`config.mk`:
```
export PLATFORM = sky130hd
export DESIGN_NAME = double_cell_glyph_line_compactor_flat
export DESIGN_NICKNAME = d
export VERILOG_FILES = /design/src/rtl/dcg_pkg.sv /design/src/rtl/dcg_in_if.sv /design/src/rtl/dcg_out_if.sv /design/src/rtl/double_cell_glyph_line_compactor.sv /design/src/rtl/dcg_front.sv /design/src/rtl/dcg_queue.sv /design/src/rtl/dcg_back.sv /design/src/flat_wrapper.sv
export SDC_FILE = /design/constraint.sdc
export NUM_CORES = 1
export LEC_CHECK = 0
export BUFFER_PORTS_ARGS = -buffer_cell sky130_fd_sc_hd__clkbuf_2
export CORE_MARGIN = 5
export CORE_UTILIZATION = 55
export CTS_CLUSTER_DIAMETER = 120
export DETAILED_ROUTE_END_ITERATION = 8
export PLACE_DENSITY = 0.8
export SYNTH_ARGS = -nofsm -noshare
export SYNTH_HDL_FRONTEND = slang
export SYNTH_SLANG_ARGS = --single-unit
```
`constraint.sdc`:
```
create_clock -name i_clk -period 12.25 [get_ports i_clk]
set_clock_uncertainty 0.1 [all_clocks]
set_input_delay 1.8375 -clock i_clk [delete_from_list [all_inputs] [get_ports i_clk]]
set_output_delay 1.8375 -clock i_clk [all_outputs]
set_load 0.05 [all_outputs]
```
`src/rtl/dcg_pkg.sv`:
```
// Types, constants and queue entry layout of the double-cell glyph line compactor.
package dcg_pkg;

    localparam int MAX_COLUMNS_DEF = 4096;
    localparam int CHAR_W          = 16;
    localparam int ATTR_W          = 16;
    localparam int COL_W           = 12;
    localparam int REP_W           = 13;
    localparam int QDEPTH          = 4;

    localparam int LEAD_BIT  = 8;
    localparam int TRAIL_BIT = 9;

    typedef logic [CHAR_W-1:0] t_char;
    typedef logic [ATTR_W-1:0] t_attr;
    typedef logic [COL_W-1:0]  t_col;
    typedef logic [REP_W-1:0]  t_rep;

    localparam t_char FILL_CHAR = 16'h0020;

    // One queue entry holds everything an accepted item produces: an optional
    // cell result and an optional fill result.
    typedef struct packed {
        logic  emit_cell;
        logic  has_fill;
        logic  row_end;
        logic  cursor_valid;
        t_col  cursor_out;
        t_char cell_char;
        t_attr cell_attr;
        t_attr fill_attr;
        t_rep  fill_count;
    } t_entry;

    // Queue status seen by the front and back parts.
    typedef struct packed {
        logic full;
        logic empty;
    } t_q_status;

    typedef enum logic {
        BK_FIRST,
        BK_FILL
    } t_back_state;

endpackage

```
`src/rtl/dcg_in_if.sv`:
```
// Input cell channel: valid/ready handshake with the cell fields.
interface dcg_in_if;
    import dcg_pkg::*;

    logic  valid;
    logic  ready;
    t_char cell_char;
    t_attr cell_attr;
    logic  row_last;
    logic  cursor_here;
    t_col  cursor_column;

    modport source (
        output valid, cell_char, cell_attr, row_last, cursor_here, cursor_column,
        input  ready
    );
    modport sink (
        input  valid, cell_char, cell_attr, row_last, cursor_here, cursor_column,
        output ready
    );
endinterface

```
`src/rtl/dcg_out_if.sv`:
```
// Result channel: valid/ready handshake with the result fields.
interface dcg_out_if;
    import dcg_pkg::*;

    logic  valid;
    logic  ready;
    t_char out_char;
    t_attr out_attr;
    t_rep  repeat_count;
    logic  row_end;
    logic  cursor_valid;
    t_col  cursor_out;

    modport source (
        output valid, out_char, out_attr, repeat_count, row_end, cursor_valid, cursor_out,
        input  ready
    );
    modport sink (
        input  valid, out_char, out_attr, repeat_count, row_end, cursor_valid, cursor_out,
        output ready
    );
    modport monitor (
        input valid, ready, out_char, out_attr, repeat_count, row_end, cursor_valid,
              cursor_out
    );
endinterface

```
`src/rtl/double_cell_glyph_line_compactor.sv`:
```
// An accepted cell's entry is written into the queue, then loaded into the output
// register once that is free. Throughput: one cell per cycle while the queue is
// not full; a row-end cell with drops after an emitted cell gives two results,
// which leave the single output register one per cycle while the output is ready.
// A four-entry queue between the front counters and the output stage absorbs those.
// Reset (synchronous, i_rst_n low) turns the mode off, clears row state, queue and
// output valid.
module double_cell_glyph_line_compactor #(
    parameter int MAX_COLUMNS = dcg_pkg::MAX_COLUMNS_DEF
) (
    input  logic      i_clk,
    input  logic      i_rst_n,
    input  logic      i_cfg_we,
    input  logic      i_cfg_wdata,
    dcg_in_if.sink    i_cell_ch,
    dcg_out_if.source o_result_ch
);
    import dcg_pkg::*;

    logic      push, pop;
    t_entry    entry, head;
    t_q_status q_status;

    dcg_front #(
        .MAX_COLUMNS (MAX_COLUMNS)
    ) u_front (
        .i_clk       (i_clk),
        .i_rst_n     (i_rst_n),
        .i_cfg_we    (i_cfg_we),
        .i_cfg_wdata (i_cfg_wdata),
        .i_cell_ch   (i_cell_ch),
        .i_q_status  (q_status),
        .o_push      (push),
        .o_entry     (entry)
    );

    dcg_queue u_queue (
        .i_clk    (i_clk),
        .i_rst_n  (i_rst_n),
        .i_push   (push),
        .i_entry  (entry),
        .i_pop    (pop),
        .o_head   (head),
        .o_status (q_status)
    );

    dcg_back u_back (
        .i_clk       (i_clk),
        .i_rst_n     (i_rst_n),
        .i_head      (head),
        .i_q_status  (q_status),
        .o_pop       (pop),
        .o_result_ch (o_result_ch)
    );
endmodule

```
`src/rtl/dcg_front.sv`:
```
// Front part: accepts cells, tracks wide glyphs and counters, builds queue entries.
module dcg_front #(
    parameter int MAX_COLUMNS = dcg_pkg::MAX_COLUMNS_DEF
) (
    input  logic              i_clk,
    input  logic              i_rst_n,
    input  logic              i_cfg_we,
    input  logic              i_cfg_wdata,
    dcg_in_if.sink            i_cell_ch,
    input  dcg_pkg::t_q_status i_q_status,
    output logic              o_push,
    output dcg_pkg::t_entry   o_entry
);
    import dcg_pkg::*;

    localparam int CNT_W = $clog2(MAX_COLUMNS + 1);
    localparam int CMP_W = (CNT_W > COL_W) ? CNT_W : COL_W;
    localparam logic [CNT_W-1:0] CNT_MAX = CNT_W'(MAX_COLUMNS);

    logic             r_mode;
    logic             r_inside, n_inside;
    t_col             r_idx, n_idx;
    logic [CNT_W-1:0] r_drop, n_drop;
    logic [CNT_W-1:0] r_skip, n_skip;

    logic             accept;
    logic             lead, trail, here, last;
    t_col             col;
    logic             emit;
    t_attr            eattr;
    t_col             adj;
    t_entry           entry;

    function automatic logic [CNT_W-1:0] sat_inc(input logic [CNT_W-1:0] v);
        return (v < CNT_MAX) ? v + CNT_W'(1) : CNT_MAX;
    endfunction

    assign i_cell_ch.ready = !i_q_status.full;
    assign accept          = i_cell_ch.valid && i_cell_ch.ready;

    assign lead  = i_cell_ch.cell_attr[LEAD_BIT];
    assign trail = i_cell_ch.cell_attr[TRAIL_BIT];
    assign here  = i_cell_ch.cursor_here;
    assign last  = i_cell_ch.row_last;
    assign col   = i_cell_ch.cursor_column;

    always_comb begin
        n_inside = r_inside;
        n_drop   = r_drop;
        n_skip   = r_skip;
        n_idx    = (r_idx != '1) ? r_idx + COL_W'(1) : r_idx;
        emit     = 1'b0;
        eattr    = i_cell_ch.cell_attr;
        adj      = '0;
        entry    = '0;

        if (!r_mode) begin
            n_inside           = 1'b0;
            n_idx              = '0;
            n_drop             = '0;
            n_skip             = '0;
            entry.emit_cell    = 1'b1;
            entry.row_end      = last;
            entry.cursor_valid = last && here;
            entry.cursor_out   = (last && here) ? col : '0;
            entry.cell_char    = i_cell_ch.cell_char;
            entry.cell_attr    = i_cell_ch.cell_attr;
        end else begin
            if (r_inside) begin
                n_drop = sat_inc(r_drop);
                if (trail) begin
                    n_inside = 1'b0;
                end else if (here && (r_idx <= col)) begin
                    n_skip = sat_inc(r_skip);
                end
            end else if (lead) begin
                emit             = 1'b1;
                eattr[TRAIL_BIT] = 1'b1;
                n_inside         = 1'b1;
                // The cell after the leading one counts when it lies at or before the cursor.
                if (here && (r_idx < col)) begin
                    n_skip = sat_inc(r_skip);
                end
            end else begin
                emit = 1'b1;
            end

            if (CMP_W'(col) > CMP_W'(n_skip)) begin
                adj = col - COL_W'(n_skip);
            end

            entry.emit_cell = emit;
            entry.has_fill  = last && (n_drop != '0);
            entry.row_end   = last;
            entry.cell_char = i_cell_ch.cell_char;
            entry.cell_attr = eattr;
            entry.fill_attr = i_cell_ch.cell_attr;
            entry.fill_count = REP_W'(n_drop);
            if (last) begin
                entry.cursor_valid = here;
                entry.cursor_out   = here ? adj : '0;
                n_inside           = 1'b0;
                n_idx              = '0;
                n_drop             = '0;
                n_skip             = '0;
            end
        end
    end

    assign o_entry = entry;
    assign o_push  = accept && (entry.emit_cell || entry.row_end);

    always_ff @(posedge i_clk) begin
        if (!i_rst_n) begin
            r_mode   <= 1'b0;
            r_inside <= 1'b0;
            r_idx    <= '0;
            r_drop   <= '0;
            r_skip   <= '0;
        end else begin
            if (i_cfg_we) begin
                r_mode <= i_cfg_wdata;
            end
            if (accept) begin
                r_inside <= n_inside;
                r_idx    <= n_idx;
                r_drop   <= n_drop;
                r_skip   <= n_skip;
            end
        end
    end
endmodule

```
`src/rtl/dcg_queue.sv`:
```
// Short queue of entries between the front and back parts.
module dcg_queue (
    input  logic               i_clk,
    input  logic               i_rst_n,
    input  logic               i_push,
    input  dcg_pkg::t_entry    i_entry,
    input  logic               i_pop,
    output dcg_pkg::t_entry    o_head,
    output dcg_pkg::t_q_status o_status
);
    import dcg_pkg::*;

    localparam int PTR_W = $clog2(QDEPTH);
    localparam int CNT_W = $clog2(QDEPTH + 1);

    t_entry             r_mem [QDEPTH];
    logic [PTR_W-1:0]   r_wr_ptr, r_rd_ptr;
    logic [CNT_W-1:0]   r_count;
    logic               do_push, do_pop;

    assign o_status.full  = (r_count == CNT_W'(QDEPTH));
    assign o_status.empty = (r_count == '0);
    assign do_push        = i_push && !o_status.full;
    assign do_pop         = i_pop && !o_status.empty;
    assign o_head         = r_mem[r_rd_ptr];

    always_ff @(posedge i_clk) begin
        if (do_push) begin
            r_mem[r_wr_ptr] <= i_entry;
        end
    end

    always_ff @(posedge i_clk) begin
        if (!i_rst_n) begin
            r_wr_ptr <= '0;
            r_rd_ptr <= '0;
            r_count  <= '0;
        end else begin
            if (do_push) begin
                r_wr_ptr <= r_wr_ptr + PTR_W'(1);
            end
            if (do_pop) begin
                r_rd_ptr <= r_rd_ptr + PTR_W'(1);
            end
            if (do_push && !do_pop) begin
                r_count <= r_count + CNT_W'(1);
            end else if (do_pop && !do_push) begin
                r_count <= r_count - CNT_W'(1);
            end
        end
    end
endmodule

```
`src/rtl/dcg_back.sv`:
```
// Back part: turns queue entries into one or two result items in an output register.
module dcg_back (
    input  logic               i_clk,
    input  logic               i_rst_n,
    input  dcg_pkg::t_entry    i_head,
    input  dcg_pkg::t_q_status i_q_status,
    output logic               o_pop,
    dcg_out_if.source          o_result_ch
);
    import dcg_pkg::*;

    t_back_state r_state, n_state;
    logic        r_valid;
    t_char       r_char;
    t_attr       r_attr;
    t_rep        r_rep;
    logic        r_row_end;
    logic        r_cv;
    t_col        r_cur;

    logic        load;
    logic        send_cell;
    t_char       nx_char;
    t_attr       nx_attr;
    t_rep        nx_rep;
    logic        nx_row_end;
    logic        nx_cv;
    t_col        nx_cur;

    assign load      = !i_q_status.empty && (!r_valid || o_result_ch.ready);
    assign send_cell = (r_state == BK_FIRST) && i_head.emit_cell;

    // Next state: an entry with both a cell and a fill takes two loads.
    always_comb begin
        n_state = r_state;
        if (load) begin
            case (r_state)
                BK_FIRST: n_state = (i_head.emit_cell && i_head.has_fill) ? BK_FILL : BK_FIRST;
                BK_FILL:  n_state = BK_FIRST;
                default:  n_state = BK_FIRST;
            endcase
        end
    end

    // Outputs: the result item to load and whether the head entry is done.
    always_comb begin
        o_pop = load && !(send_cell && i_head.has_fill);
        if (send_cell) begin
            nx_char    = i_head.cell_char;
            nx_attr    = i_head.cell_attr;
            nx_rep     = REP_W'(1);
            nx_row_end = i_head.row_end && !i_head.has_fill;
            nx_cv      = nx_row_end && i_head.cursor_valid;
            nx_cur     = nx_row_end ? i_head.cursor_out : '0;
        end else begin
            nx_char    = FILL_CHAR;
            nx_attr    = i_head.fill_attr;
            nx_rep     = i_head.fill_count;
            nx_row_end = 1'b1;
            nx_cv      = i_head.cursor_valid;
            nx_cur     = i_head.cursor_out;
        end
    end

    always_ff @(posedge i_clk) begin
        if (!i_rst_n) begin
            r_state <= BK_FIRST;
            r_valid <= 1'b0;
        end else begin
            r_state <= n_state;
            if (load) begin
                r_valid <= 1'b1;
            end else if (o_result_ch.ready) begin
                r_valid <= 1'b0;
            end
        end
    end

    always_ff @(posedge i_clk) begin
        if (load) begin
            r_char    <= nx_char;
            r_attr    <= nx_attr;
            r_rep     <= nx_rep;
            r_row_end <= nx_row_end;
            r_cv      <= nx_cv;
            r_cur     <= nx_cur;
        end
    end

    assign o_result_ch.valid        = r_valid;
    assign o_result_ch.out_char     = r_char;
    assign o_result_ch.out_attr     = r_attr;
    assign o_result_ch.repeat_count = r_rep;
    assign o_result_ch.row_end      = r_row_end;
    assign o_result_ch.cursor_valid = r_cv;
    assign o_result_ch.cursor_out   = r_cur;
endmodule

```
`src/flat_wrapper.sv`:
```
// flat-port wrapper written by rule: the top's interface ports become plain ports
module double_cell_glyph_line_compactor_flat import dcg_pkg::*;
#(
    parameter int MAX_COLUMNS = dcg_pkg::MAX_COLUMNS_DEF
)
  (i_clk, i_rst_n, i_cfg_we, i_cfg_wdata, i_cell_ch_valid, i_cell_ch_cell_char, i_cell_ch_cell_attr, i_cell_ch_row_last, i_cell_ch_cursor_here, i_cell_ch_cursor_column, i_cell_ch_ready, o_result_ch_valid, o_result_ch_out_char, o_result_ch_out_attr, o_result_ch_repeat_count, o_result_ch_row_end, o_result_ch_cursor_valid, o_result_ch_cursor_out, o_result_ch_ready);
  dcg_in_if i_cell_ch_i ();
  dcg_out_if o_result_ch_i ();
  input  logic i_clk;
  input  logic i_rst_n;
  input  logic i_cfg_we;
  input  logic i_cfg_wdata;
  input wire logic [$bits(i_cell_ch_i.valid)-1:0] i_cell_ch_valid;
  input wire logic [$bits(i_cell_ch_i.cell_char)-1:0] i_cell_ch_cell_char;
  input wire logic [$bits(i_cell_ch_i.cell_attr)-1:0] i_cell_ch_cell_attr;
  input wire logic [$bits(i_cell_ch_i.row_last)-1:0] i_cell_ch_row_last;
  input wire logic [$bits(i_cell_ch_i.cursor_here)-1:0] i_cell_ch_cursor_here;
  input wire logic [$bits(i_cell_ch_i.cursor_column)-1:0] i_cell_ch_cursor_column;
  output wire logic [$bits(i_cell_ch_i.ready)-1:0] i_cell_ch_ready;
  output wire logic [$bits(o_result_ch_i.valid)-1:0] o_result_ch_valid;
  output wire logic [$bits(o_result_ch_i.out_char)-1:0] o_result_ch_out_char;
  output wire logic [$bits(o_result_ch_i.out_attr)-1:0] o_result_ch_out_attr;
  output wire logic [$bits(o_result_ch_i.repeat_count)-1:0] o_result_ch_repeat_count;
  output wire logic [$bits(o_result_ch_i.row_end)-1:0] o_result_ch_row_end;
  output wire logic [$bits(o_result_ch_i.cursor_valid)-1:0] o_result_ch_cursor_valid;
  output wire logic [$bits(o_result_ch_i.cursor_out)-1:0] o_result_ch_cursor_out;
  input wire logic [$bits(o_result_ch_i.ready)-1:0] o_result_ch_ready;
  assign i_cell_ch_i.valid = i_cell_ch_valid;
  assign i_cell_ch_i.cell_char = i_cell_ch_cell_char;
  assign i_cell_ch_i.cell_attr = i_cell_ch_cell_attr;
  assign i_cell_ch_i.row_last = i_cell_ch_row_last;
  assign i_cell_ch_i.cursor_here = i_cell_ch_cursor_here;
  assign i_cell_ch_i.cursor_column = i_cell_ch_cursor_column;
  assign i_cell_ch_ready = i_cell_ch_i.ready;
  assign o_result_ch_valid = o_result_ch_i.valid;
  assign o_result_ch_out_char = o_result_ch_i.out_char;
  assign o_result_ch_out_attr = o_result_ch_i.out_attr;
  assign o_result_ch_repeat_count = o_result_ch_i.repeat_count;
  assign o_result_ch_row_end = o_result_ch_i.row_end;
  assign o_result_ch_cursor_valid = o_result_ch_i.cursor_valid;
  assign o_result_ch_cursor_out = o_result_ch_i.cursor_out;
  assign o_result_ch_i.ready = o_result_ch_ready;
  double_cell_glyph_line_compactor #(.MAX_COLUMNS(MAX_COLUMNS)) u_core (.i_clk(i_clk), .i_rst_n(i_rst_n), .i_cfg_we(i_cfg_we), .i_cfg_wdata(i_cfg_wdata), .i_cell_ch(i_cell_ch_i), .o_result_ch(o_result_ch_i));
endmodule
```
==> results.txt, run 1 <==
Post-route cell area = 19700 sq um
Die height = 188 um
CTS tree = yes
Tmin final = 5.52 ns
Mean Syn Cell Area = 16.1 sq um
Power Density = 219 nW/um^2
Leading cell types in the layout, fill and taps excluded = edfxtp_1 (367), clkbuf_2 (112), mux4_2 (77), dfxtp_1 (49)
EDFF count, synth = 367
Ports = 113
Area grow syn2layout = 12.8%
CTS Buffer Depth = 3
Crit-path cells = clkbuf_2, inv_1, ha_1, a211oi_1, nor2_1, nor3_1, a211o_1, nand2_1, o31a_1, ha_1, nand2_1, a211oi_1, o21a_1, o21ai_1, a221oi_1, buf_4, a22o_1
Max-slew headroom = 26.0%
Cell depth of the worst flop-to-flop path = 13
Crit path DAT = 5.78 ns
Clk sink count = 418
Share of cells above drive strength 1 = 22.8%
Full die area = 35500 sq um
Peak supply drop = 0.192 mV
Reg2Reg Setup Slack = 7.81 ns
Setup Crit Path Kind = in2reg
Root Buffer Master = clkbuf_16
Fin crit share = 45.0%
Starting Density = 55.6%
Outcome = finished clean
Async SR Flop Fraction = 0%
GP Congestion = 0.890
CP Capture Type = flip-flop
Setup_tns = 0 ns
HPWL after DPL = 20200 um
Leakage = 6.78 nW
Int Power = 2.95 mW
Num CTS Buffers = 42
CTS clock-pin slew for the worst setup and hold paths = 0.06 ns
Worst hold stages = 1
Gr usage total = 18.8%
Cell variety after synth = 60
Final count of negative-setup-slack endpoints = 0
IO Port Bufs = 112
First drt pass iteration count = 7
Fin. Hold Viols = 0
Nets = 1289
RSZ-0062 raised after global routing = no
Routed vias/inst = 5.90
Seq cells post-synth = 418
Core Area = 31500 sq um
Comb pwr share = 28.4%
Max incr delay on CP = 0.55 ns
Largest net degree at the start of global routing = 61
Hold Path Class = reg2reg
N_diodes = 0
First-pass GRT wire length = 53600 um
Total number of vias = 9672
Clk_lat worst skew = 0.53 ns
GRT Residual Overflow = 0
Main synth FF type = edfxtp_1
Final Max Slew Viols = 0
Area occupied by multi-input gates = 5110 sq um
Max Cap Viol = 0
DRT iter0 DRCs = 857
Worst path required time = 12.51 ns
Net Switching = 1.38 mW
Area occupied by registers = 12000 sq um
Clock group share of total power = 27.4%
Slowest CP cell = a211o_1
Vias in the first global route = 10100
Reg power frac = 44.2%
Worst Path Max Fanout = 16
Routed Antenna Nets = 0
Setup crit start kind = primary input
Synth warn = 0
Postcts setup bufs = 0
Post-Place Cell Area = 18400 sq um
Hold_buf cts = 0
Initial antenna violation count = 0
DRC viols = 0
Syn_nets = 1172
Die Wd = 188 um
Mapped cell area = 17500 sq um
Seq/Total Area, Yosys = 68.8%
Cell row count = 65
Fmax = 0.181 GHz
Final-layout fill cell count = 2203
CTS resizes = 0
Commonest non-fill, non-tap cell in the layout = edfxtp_1
Least-Margin Pin Slew = 1.11 ns
Switching Share = 31.8%
DR WL/cell = 20.3 um
Mapped Cells = 1086
H-tree levels = 2
DRT Wirelength = 33200 um
## cells in the mapped netlist, types with 5 or more instances
| cell | number | area, sq um |
|---|---|---|
| a22oi_1 | 8 | 60.1 |
| mux2_2 | 16 | 180 |
| nor2b_1 | 48 | 300 |
| a31oi_1 | 7 | 43.8 |
| dfxtp_1 | 51 | 1020 |
| a22o_1 | 10 | 87.6 |
| clkbuf_1 | 32 | 120 |
| inv_1 | 35 | 131 |
| and2_1 | 52 | 325 |
| a21oi_1 | 28 | 140 |
| nand4_1 | 15 | 93.8 |
| nand2b_1 | 5 | 31.3 |
| nor3_1 | 18 | 90.1 |
| nand2_1 | 41 | 154 |
| nor4_1 | 8 | 50.1 |
| xor2_1 | 11 | 96.3 |
| xnor2_1 | 12 | 105 |
| or3_1 | 8 | 50.1 |
| nor2_1 | 48 | 180 |
| ha_1 | 32 | 400 |
| o211ai_1 | 11 | 82.6 |
| mux4_2 | 77 | 1730 |
| and3_1 | 10 | 62.6 |
| buf_2 | 13 | 65.1 |
| nand3_1 | 21 | 105 |
| edfxtp_1 | 367 | 11000 |
| o21a_1 | 7 | 52.6 |
| o21ai_0 | 27 | 135 |
## worst max-delay path: cells and delay by family
| kind | cells | cell delay, ns |
|---|---|---|
| and+or+nand+nor | 4 | 0.75 |
| adders and majority gates | 2 | 0.70 |
| AOI/OAI and AO/OA | 8 | 2.05 |
| buffers and inverters | 3 | 0.44 |
## area by class of cell
cell class | count | share of cell area [%]
sequential | 418 | 61.0
multi-input combinational | 582 | 25.9
clock buffer | 60 | 5.98
timing repair buffer | 124 | 3.30
tap | 402 | 2.55
inverter | 35 | 0.666
clock inverter | 17 | 0.577
## per-stage QoR
stage / setup slack, ns / hold slack (ns) / total power [mW] / cells / utilization [%]
final: 6.73 / 0.418 / 4.33 / 1638 / 62.7
after CTS: 6.81 / 0.418 / 4.39 / 1638 / 62.7
after detailed placement: 6.27 / 0.405 / 3.20 / 1561 / 58.6
after global routing: 6.45 / 0.441 / 4.54 / 1638 / 62.7
after floorplan: 5.46 / 0.364 / 2.92 / 1086 / -
after global placement: 6.38 / 0.384 / 3.17 / 1561 / 58.6
## power groups by stage
stage	logic, mW	clock network [mW]	registers, mW
5_1_grt	1.32	1.29	1.94
3_3_place_gp	1.23	0	1.94
3_5_place_dp	1.25	0	1.95
6_report	1.23	1.19	1.92
4_1_cts	1.25	1.21	1.92
2_1_floorplan	0.625	0	2.30
## logic make-up after synthesis
family	Yosys count	synth area share, %
multiplexers	97	11.2
XOR/XNOR	23	1.15
AO/OA/AOI/OAI	141	5.37
buffers and inverters	86	2.13
flip-flops	418	68.8
adder cells (fa/ha/maj)	34	2.52
AND/OR/NAND/NOR	287	8.82
## layer usage
metal	share of wire, %	global-route usage, %	up-vias
met4	1.9	5.35	0
li1	-	-	4473
met3	4.8	2.87	44
met2	51	32.1	282
met5	0	0	-
met1	43	25.6	4873
## state kept, by name (all words and copies together) (netlist names), 2 cells and up, named ones only
register,cells
u_core.u_back.o_result_ch.cursor_out,12
u_core.u_back.o_result_ch.out_attr,16
u_core.u_back.o_result_ch.out_char,16
u_core.u_back.o_result_ch.repeat_count,13
u_core.u_front.r_drop,13
u_core.u_front.r_idx,12
u_core.u_front.r_skip,13
u_core.u_queue.r_count,3
u_core.u_queue.r_mem,308
u_core.u_queue.r_rd_ptr,2
u_core.u_queue.r_wr_ptr,2
## worst paths after layout
path / startpoint / endpoint
max: i_cell_ch_cursor_column[9] / u_core.u_queue.r_mem[1][62]
min: u_core.u_back.r_state / u_core.u_back.r_state
max reg2reg: u_core.u_front.r_inside / u_core.u_queue.r_mem[1][62]
min reg2reg: u_core.u_back.r_state / u_core.u_back.r_state
No activity file was read; power rests on OpenSTA's default activity.
==> run 2: changes to the inputs <==
--- a/config.mk
+++ b/config.mk
@@ -5,6 +5,7 @@
 export SDC_FILE = /design/constraint.sdc
 export NUM_CORES = 1
 export LEC_CHECK = 0
+export ABC_AREA = 1
 export BUFFER_PORTS_ARGS = -buffer_cell sky130_fd_sc_hd__clkbuf_2
 export CORE_MARGIN = 5
 export CORE_UTILIZATION = 55
==> constraint.sdc (replaced) <==
create_clock -name i_clk -period 5.43 [get_ports i_clk]
set_clock_uncertainty 0.1 [all_clocks]
set_input_delay 0.8145 -clock i_clk [delete_from_list [all_inputs] [get_ports i_clk]]
set_output_delay 0.8145 -clock i_clk [all_outputs]
set_load 0.05 [all_outputs]
==> run 2 against run 1 <==
  * Routed wire length up 21%
  * Combinational power up 150%
  * Sequential share of layout area down 1.7 points
  * Cell count up 35%
  * Register-to-register slack worse by 7.2 ns
  * Die area up 1.9%
  * Cell area up 2.9%
  * Critical endpoint is now u_core.u_queue.r_mem[3][72]
==> results.txt, run 2 <==
Max Cap Viol = 0
Hold_buf cts = 0
Root Buffer Master = clkbuf_16
H-tree levels = 2
Tmin final = 4.79 ns
Worst path required time = 5.58 ns
Leakage = 7.59 nW
Leading cell types in the layout, fill and taps excluded = edfxtp_1 (367), nor2_1 (321), o21ai_0 (197), nand2_1 (194), inv_1 (134)
Cell row count = 66
Setup WS pre-CTS = 0.264 ns
Most common cell in the netlist = edfxtp_1
Setup Crit Path Kind = reg2reg
CTS clock-pin slew for the worst setup and hold paths = 0.06 ns
Power Density = 519 nW/um^2
HPWL after DPL = 24300 um
Post-synth top area share = 61.8%
CTS tree = yes
Slowest CP cell = o21ai_0
Ports = 113
Final count of negative-setup-slack endpoints = 0
Initial antenna violation count = 0
Setup_tns = 0 ns
Hold Path Class = reg2reg
Post-route cell area = 20300 sq um
Outcome = finished clean
Async SR Flop Fraction = 0%
DRT iter0 DRCs = 1325
Setup crit start kind = flip-flop
Die Wd = 190 um
Worst Path Max Fanout = 20
Share of cells above drive strength 1 = 13.4%
First-pass GRT wire length = 63300 um
Postcts setup bufs = 0
Most frequent cells after synthesis = edfxtp_1 (367), nor2_1 (325), o21ai_0 (197), nand2_1 (194), inv_1 (135)
Starting Density = 55.2%
CTS Buffer Depth = 3
Largest net degree at the start of global routing = 96
Crit-path cells = ha_1, nand2_1, nor2_1, nand2_1, clkinv_1, nand2_2, nand3_1, nand2_1, nand3_2, nand2_2, nand2_1, o21ai_1, inv_1, ha_1, nand2_1, o21ai_0, nand3_1, nand4_1, nand2_1, nand2_1, nand4_1, o21ai_0
Main synth FF type = edfxtp_1
Final Max Slew Viols = 0
Most common cell on crit path = nand2_1
Max incr delay on CP = 0.64 ns
Routed vias/inst = 5.61
Die height = 190 um
Nets = 1833
EDFF count, synth = 367
GRT Residual Overflow = 0
Syn_nets = 1731
N_diodes = 0
Synth warn = 0
First drt pass iteration count = 5
DRC viols = 0
Cell variety after synth = 49
Clk_lat worst skew = 0.53 ns
CP Capture Type = flip-flop
Final-layout fill cell count = 2469
Crit path DAT = 4.94 ns
Synth top area cells = edfxtp_1 (62%), nor2_1 (6.8%), dfxtp_1 (5.7%)
GP Congestion = 0.909
DRT Wirelength = 40400 um
Mean Syn Cell Area = 10.8 sq um
Vias in the first global route = 11900
Total number of vias = 12400
Seq/Total Area, Yosys = 67.5%
Fin crit share = 88.2%
Peak supply drop = 0.422 mV
RSZ-0062 raised after global routing = no
Commonest non-fill, non-tap cell in the layout = edfxtp_1
CTS resizes = 0
Setup WS post-layout = 0.641 ns
Area grow syn2layout = 13.9%
Number of flip-flops in the largest register = 308
Final core utilization = 62.9%
Least-Margin Pin Slew = 1.06 ns
Max-slew headroom = 29.3%
Core Area = 32300 sq um
Fmax = 0.209 GHz
Top reg by flops = u_core.u_queue.r_mem
Mapped cell area = 17800 sq um
Routed Antenna Nets = 0
Mapped Cells = 1645
IO Port Bufs = 112
Seq cells post-synth = 418
Clk sink count = 418
DR WL/cell = 18.2 um
Synth area leader = edfxtp_1
Fin. Hold Viols = 0
Post-Place Cell Area = 18900 sq um
Num CTS Buffers = 42
Gr usage total = 22.0%
Full die area = 36100 sq um
## run 2: cell types whose count changed after synthesis, sizes merged, moves of 28 or more
cell	before	now
a21oi	28	78
o21ai	31	210
nor2b	48	0
nand2	41	198
nor2	48	328
and2	52	0
mux4	77	0
o22ai	2	30
inv	35	139
## run 2: final cells by class
type | instances | area [sq um] | share of cell area [%]
Multi-Input combinational cell | 1012 | 4990 | 24.6
Tap cell | 442 | 553 | 2.72
Sequential cell | 418 | 12000 | 59.3
Timing Repair Buffer | 131 | 741 | 3.65
Clock buffer | 46 | 1100 | 5.40
Clock inverter | 28 | 350 | 1.72
Inverter | 142 | 538 | 2.65
## run 2: cells by family (layout without fill, tap and decap cells)
family                   count (synthesis)  count (layout)  synth area share, %
adder cells (fa/ha/maj)                 34              34                 2.47
AO/OA/AOI/OAI                          356             356                 10.8
buffers and inverters                  215             347                 4.75
AND/OR/NAND/NOR                        617             617                 14.2
XOR/XNOR                                 5               5                0.246
flip-flops                             418             418                 67.5
## run 2: report_power, final
group	switching [mW]	internal [mW]	total (mW)
sequential	0.277	4.18	4.45
combinational	2.35	0.716	3.07
clock	1.18	1.84	3.01
## run 2: path summary, 6_finish.rpt
| check | start | endpoint | slack [ns] | cells after the start |
|---|---|---|---|---|
| setup reg to reg | u_core.u_front.r_idx[7] | u_core.u_queue.r_mem[3][72] | 0.64 | 22 |
| hold reg to reg | u_core.u_queue.r_rd_ptr[1] | flip-flop | 0.35 | 2 |
| setup / recovery | u_core.u_front.r_idx[7] | u_core.u_queue.r_mem[3][72] | 0.64 | 22 |
| hold / removal | u_core.u_queue.r_rd_ptr[1] | flip-flop | 0.35 | 2 |
## run 2: layer usage
| layer | track usage [%] | up-vias | part of all wire [%] |
|---|---|---|---|
| met1 | 30.2 | 5932 | 42 |
| met3 | 3.30 | 85 | 6.8 |
| met4 | 7.54 | 0 | 3.1 |
| li1 | - | 5917 | - |
| met2 | 36.2 | 506 | 48 |
| met5 | 0 | - | 0 |
## run 2: worst max-delay path, delay by kind of cell (launching register included)
family	cells	cell delay (ns)
buf+inv	2	0.22
simple gates	15	2.04
flops	1	0.47
compound gates	3	1.00
fa+ha+maj	2	0.66
## run 2: stage by stage
| stage | power, mW | hold WS (ns) | instances |
|---|---|---|---|
| after floorplan | 6.72 | 0.336 | 1645 |
| after global placement | 7.50 | 0.346 | 2145 |
| after detailed placement | 7.59 | 0.353 | 2145 |
| after CTS | 10.6 | 0.361 | 2219 |
| after global routing | 11.0 | 0.392 | 2219 |
| final | 10.5 | 0.354 | 2219 |
==> run 3: changes to the inputs <==
--- a/config.mk
+++ b/config.mk
@@ -8,10 +8,10 @@
 export ABC_AREA = 1
 export BUFFER_PORTS_ARGS = -buffer_cell sky130_fd_sc_hd__clkbuf_2
 export CORE_MARGIN = 5
-export CORE_UTILIZATION = 55
+export CORE_UTILIZATION = 40
 export CTS_CLUSTER_DIAMETER = 120
 export DETAILED_ROUTE_END_ITERATION = 8
-export PLACE_DENSITY = 0.8
+export PLACE_DENSITY = 0.63
 export SYNTH_ARGS = -nofsm -noshare
 export SYNTH_HDL_FRONTEND = slang
 export SYNTH_SLANG_ARGS = --single-unit
==> constraint.sdc (replaced) <==
create_clock -name i_clk -period 5.43 [get_ports i_clk]
set_clock_uncertainty 0.1 [all_clocks]
set_input_delay 0.8145 -clock i_clk [delete_from_list [all_inputs] [get_ports i_clk]]
set_output_delay 0.8145 -clock i_clk [all_outputs]
set_load 0.005 [all_outputs]
==> run 3 against run 2 <==
  * Fmax is 5.7% higher
  * Setup slack better by 0.26 ns
  * Combinational power is 24% lower
  * Highest routed layer unchanged
  * Cell count is 7.2% higher
  * Total power is 8.2% lower
  * First-iteration DRC count is 34% lower
  * Utilization is 16 points lower
  * Global-route usage is 5.5 points lower
  * Hold slack better by 0.0072 ns
  * Routed wire length is 2.6% higher
  * Non-clock buffer count is 2 higher
==> results.txt, run 3 (same netlist as run 2, synthesis figures left out) <==
Hold_buf cts = 0
GP Congestion = 0.857
Cell row count = 77
Number of flip-flops in the largest register = 308
Routed Antenna Nets = 0
Clk sink count = 418
Worst r2r dst = u_core.u_queue.r_mem[3][71]
Cell depth of the worst flop-to-flop path = 24
Ports = 113
Full die area = 48900 sq um
Max-slew headroom = 26.9%
N_diodes = 0
First-pass GRT wire length = 65200 um
Total number of vias = 12100
DRC viols = 0
Worst Path Max Fanout = 20
RSZ-0062 raised after global routing = no
DRT iter0 DRCs = 881
Final Max Slew Viols = 0
Least-Margin Pin Slew = 1.09 ns
Max Cap Viol = 0
Die height = 221 um
CTS clock-pin slew for the worst setup and hold paths = 0.06 ns
Switching Share = 31.5%
DRT Wirelength = 41400 um
Share of cells above drive strength 1 = 13.2%
IO Port Bufs = 112
Top reg by flops = u_core.u_queue.r_mem
Initial antenna violation count = 0
Fmax = 0.221 GHz
Worst hold stages = 2
Setup crit start kind = flip-flop
Power Density = 472 nW/um^2
Critical R2R Launch = u_core.u_front.r_idx[7]
Final count of negative-setup-slack endpoints = 0
CTS resizes = 0
Reg2Reg Setup Slack = 0.90 ns
Crit path DAT = 4.77 ns
Leakage = 7.59 nW
CTS Buffer Depth = 3
Clk_lat worst skew = 0.57 ns
Largest net degree at the start of global routing = 97
CTS tree = yes
Core Area = 44100 sq um
CP Capture Type = flip-flop
Non-Filler Instances = 2379
Area grow syn2layout = 15.0%
Commonest non-fill, non-tap cell in the layout = edfxtp_1
Setup Crit Path Kind = reg2reg
Routed vias/inst = 5.09
Fin crit share = 83.4%
Num CTS Buffers = 45
Tmin final = 4.53 ns
H-tree levels = 2
Starting Density = 40.4%
Int Power = 6.63 mW
Postcts setup bufs = 0
Gr usage total = 16.5%
HPWL after DPL = 24800 um
Worst path required time = 5.67 ns
Nets = 1838
Net Switching = 3.04 mW
GRT Residual Overflow = 0
Outcome = finished clean
Hold Path Class = reg2reg
Root Buffer Master = clkbuf_16
Leading cell types in the layout, fill and taps excluded = edfxtp_1 (367), nor2_1 (321), o21ai_0 (197), nand2_1 (194), inv_1 (134)
Clock group share of total power = 30.6%
Hold_sp = u_core.u_queue.r_rd_ptr[1]
Vias in the first global route = 11700
Comb pwr share = 24.0%
Fin. Hold Viols = 0
Peak supply drop = 0.235 mV
Setup_tns = 0 ns
First drt pass iteration count = 5
DR WL/cell = 17.4 um
DP Cell Count = 2297
Reg power frac = 45.4%
Die Wd = 221 um
==> run 3: changes by cell type in the layout (fill, tap and decap cells not counted), moves of 2 or more <==
cell        change
bufinv_16       -4
clkbuf_1        +9
clkbuf_16       +2
clkinv_1        +3
clkinv_2        -3
clkinv_8        +2
clkinvlp_4      -2
inv_6           +2
==> run 3: power by group through the flow <==
stage | combinational, mW | clock (mW) | sequential (mW)
after CTS | 2.39 | 3.03 | 4.40
after global placement | 2.35 | 0 | 4.46
final | 2.33 | 2.96 | 4.39
after floorplan | 1.49 | 0 | 4.42
after global routing | 2.64 | 3.17 | 4.44
after detailed placement | 2.38 | 0 | 4.47
==> run 3: how the worst max path moves through the flow <==
stage | depth (start not counted) | slack (ns) | startpoint | to
2_1_floorplan | 4 | 0.21 | i_cell_ch_valid | u_core.u_queue.r_mem[0][0]
3_3_place_gp | 26 | 0.65 | i_cell_ch_cursor_column[7] | u_core.u_queue.r_mem[0][71]
3_5_place_dp | 26 | 0.46 | i_cell_ch_cursor_column[7] | u_core.u_queue.r_mem[2][71]
4_1_cts | 24 | 0.92 | u_core.u_front.r_idx[7] | u_core.u_queue.r_mem[1][71]
5_1_grt | 24 | 0.45 | u_core.u_front.r_idx[7] | u_core.u_queue.r_mem[3][71]
6_report | 24 | 0.90 | u_core.u_front.r_idx[7] | u_core.u_queue.r_mem[3][71]
==> run 3: routing by layer <==
metal  GRT usage (%)  wire length, um
met2            27.6            19900
met4            4.38              877
met3            3.18             2160
met1            22.2            18500
met5               0                0
==> run 3: layout make-up <==
cell class | count | area [sq um]
Fill cell | 4075 | 23600
Clock inverter | 26 | 262
Sequential cell | 418 | 12000
Multi-Input combinational cell | 1012 | 4990
Inverter | 142 | 538
Tap cell | 592 | 741
Clock buffer | 56 | 1170
Timing Repair Buffer | 133 | 768
==> run 3: worst max-delay path: stages, from the launching register on <==
cell and delay (ns):
dfxtp_1 0.50, ha_1 0.31, nand2_1 0.09, nor2_1 0.06
nand2_1 0.09, clkinv_1 0.10, nand2_2 0.09, nand3_1 0.09
nand2_1 0.10, nand3_2 0.07, nand2_2 0.34, nand2_1 0.11
o21ai_0 0.09, inv_1 0.06, ha_1 0.22, fa_1 0.41
o21ai_0 0.38, nand2_1 0.12, nand2_1 0.09, nand2_1 0.07
a21boi_0 0.25, nor2_1 0.07, nand2_1 0.06, nand3_1 0.06
o21ai_0 0.35
==> run 3: stage by stage <==
step	utilization [%]	area [sq um]	power (mW)	hold slack, ns	setup WS [ns]
global route	46.5	20500	10.3	0.333	0.449
floorplan	-	17800	5.91	0.336	0.207
global placement	43.3	19100	6.80	0.339	0.647
finish	46.5	20500	9.67	0.361	0.900
detailed placement	43.3	19100	6.85	0.355	0.458
CTS	46.5	20500	9.81	0.332	0.915
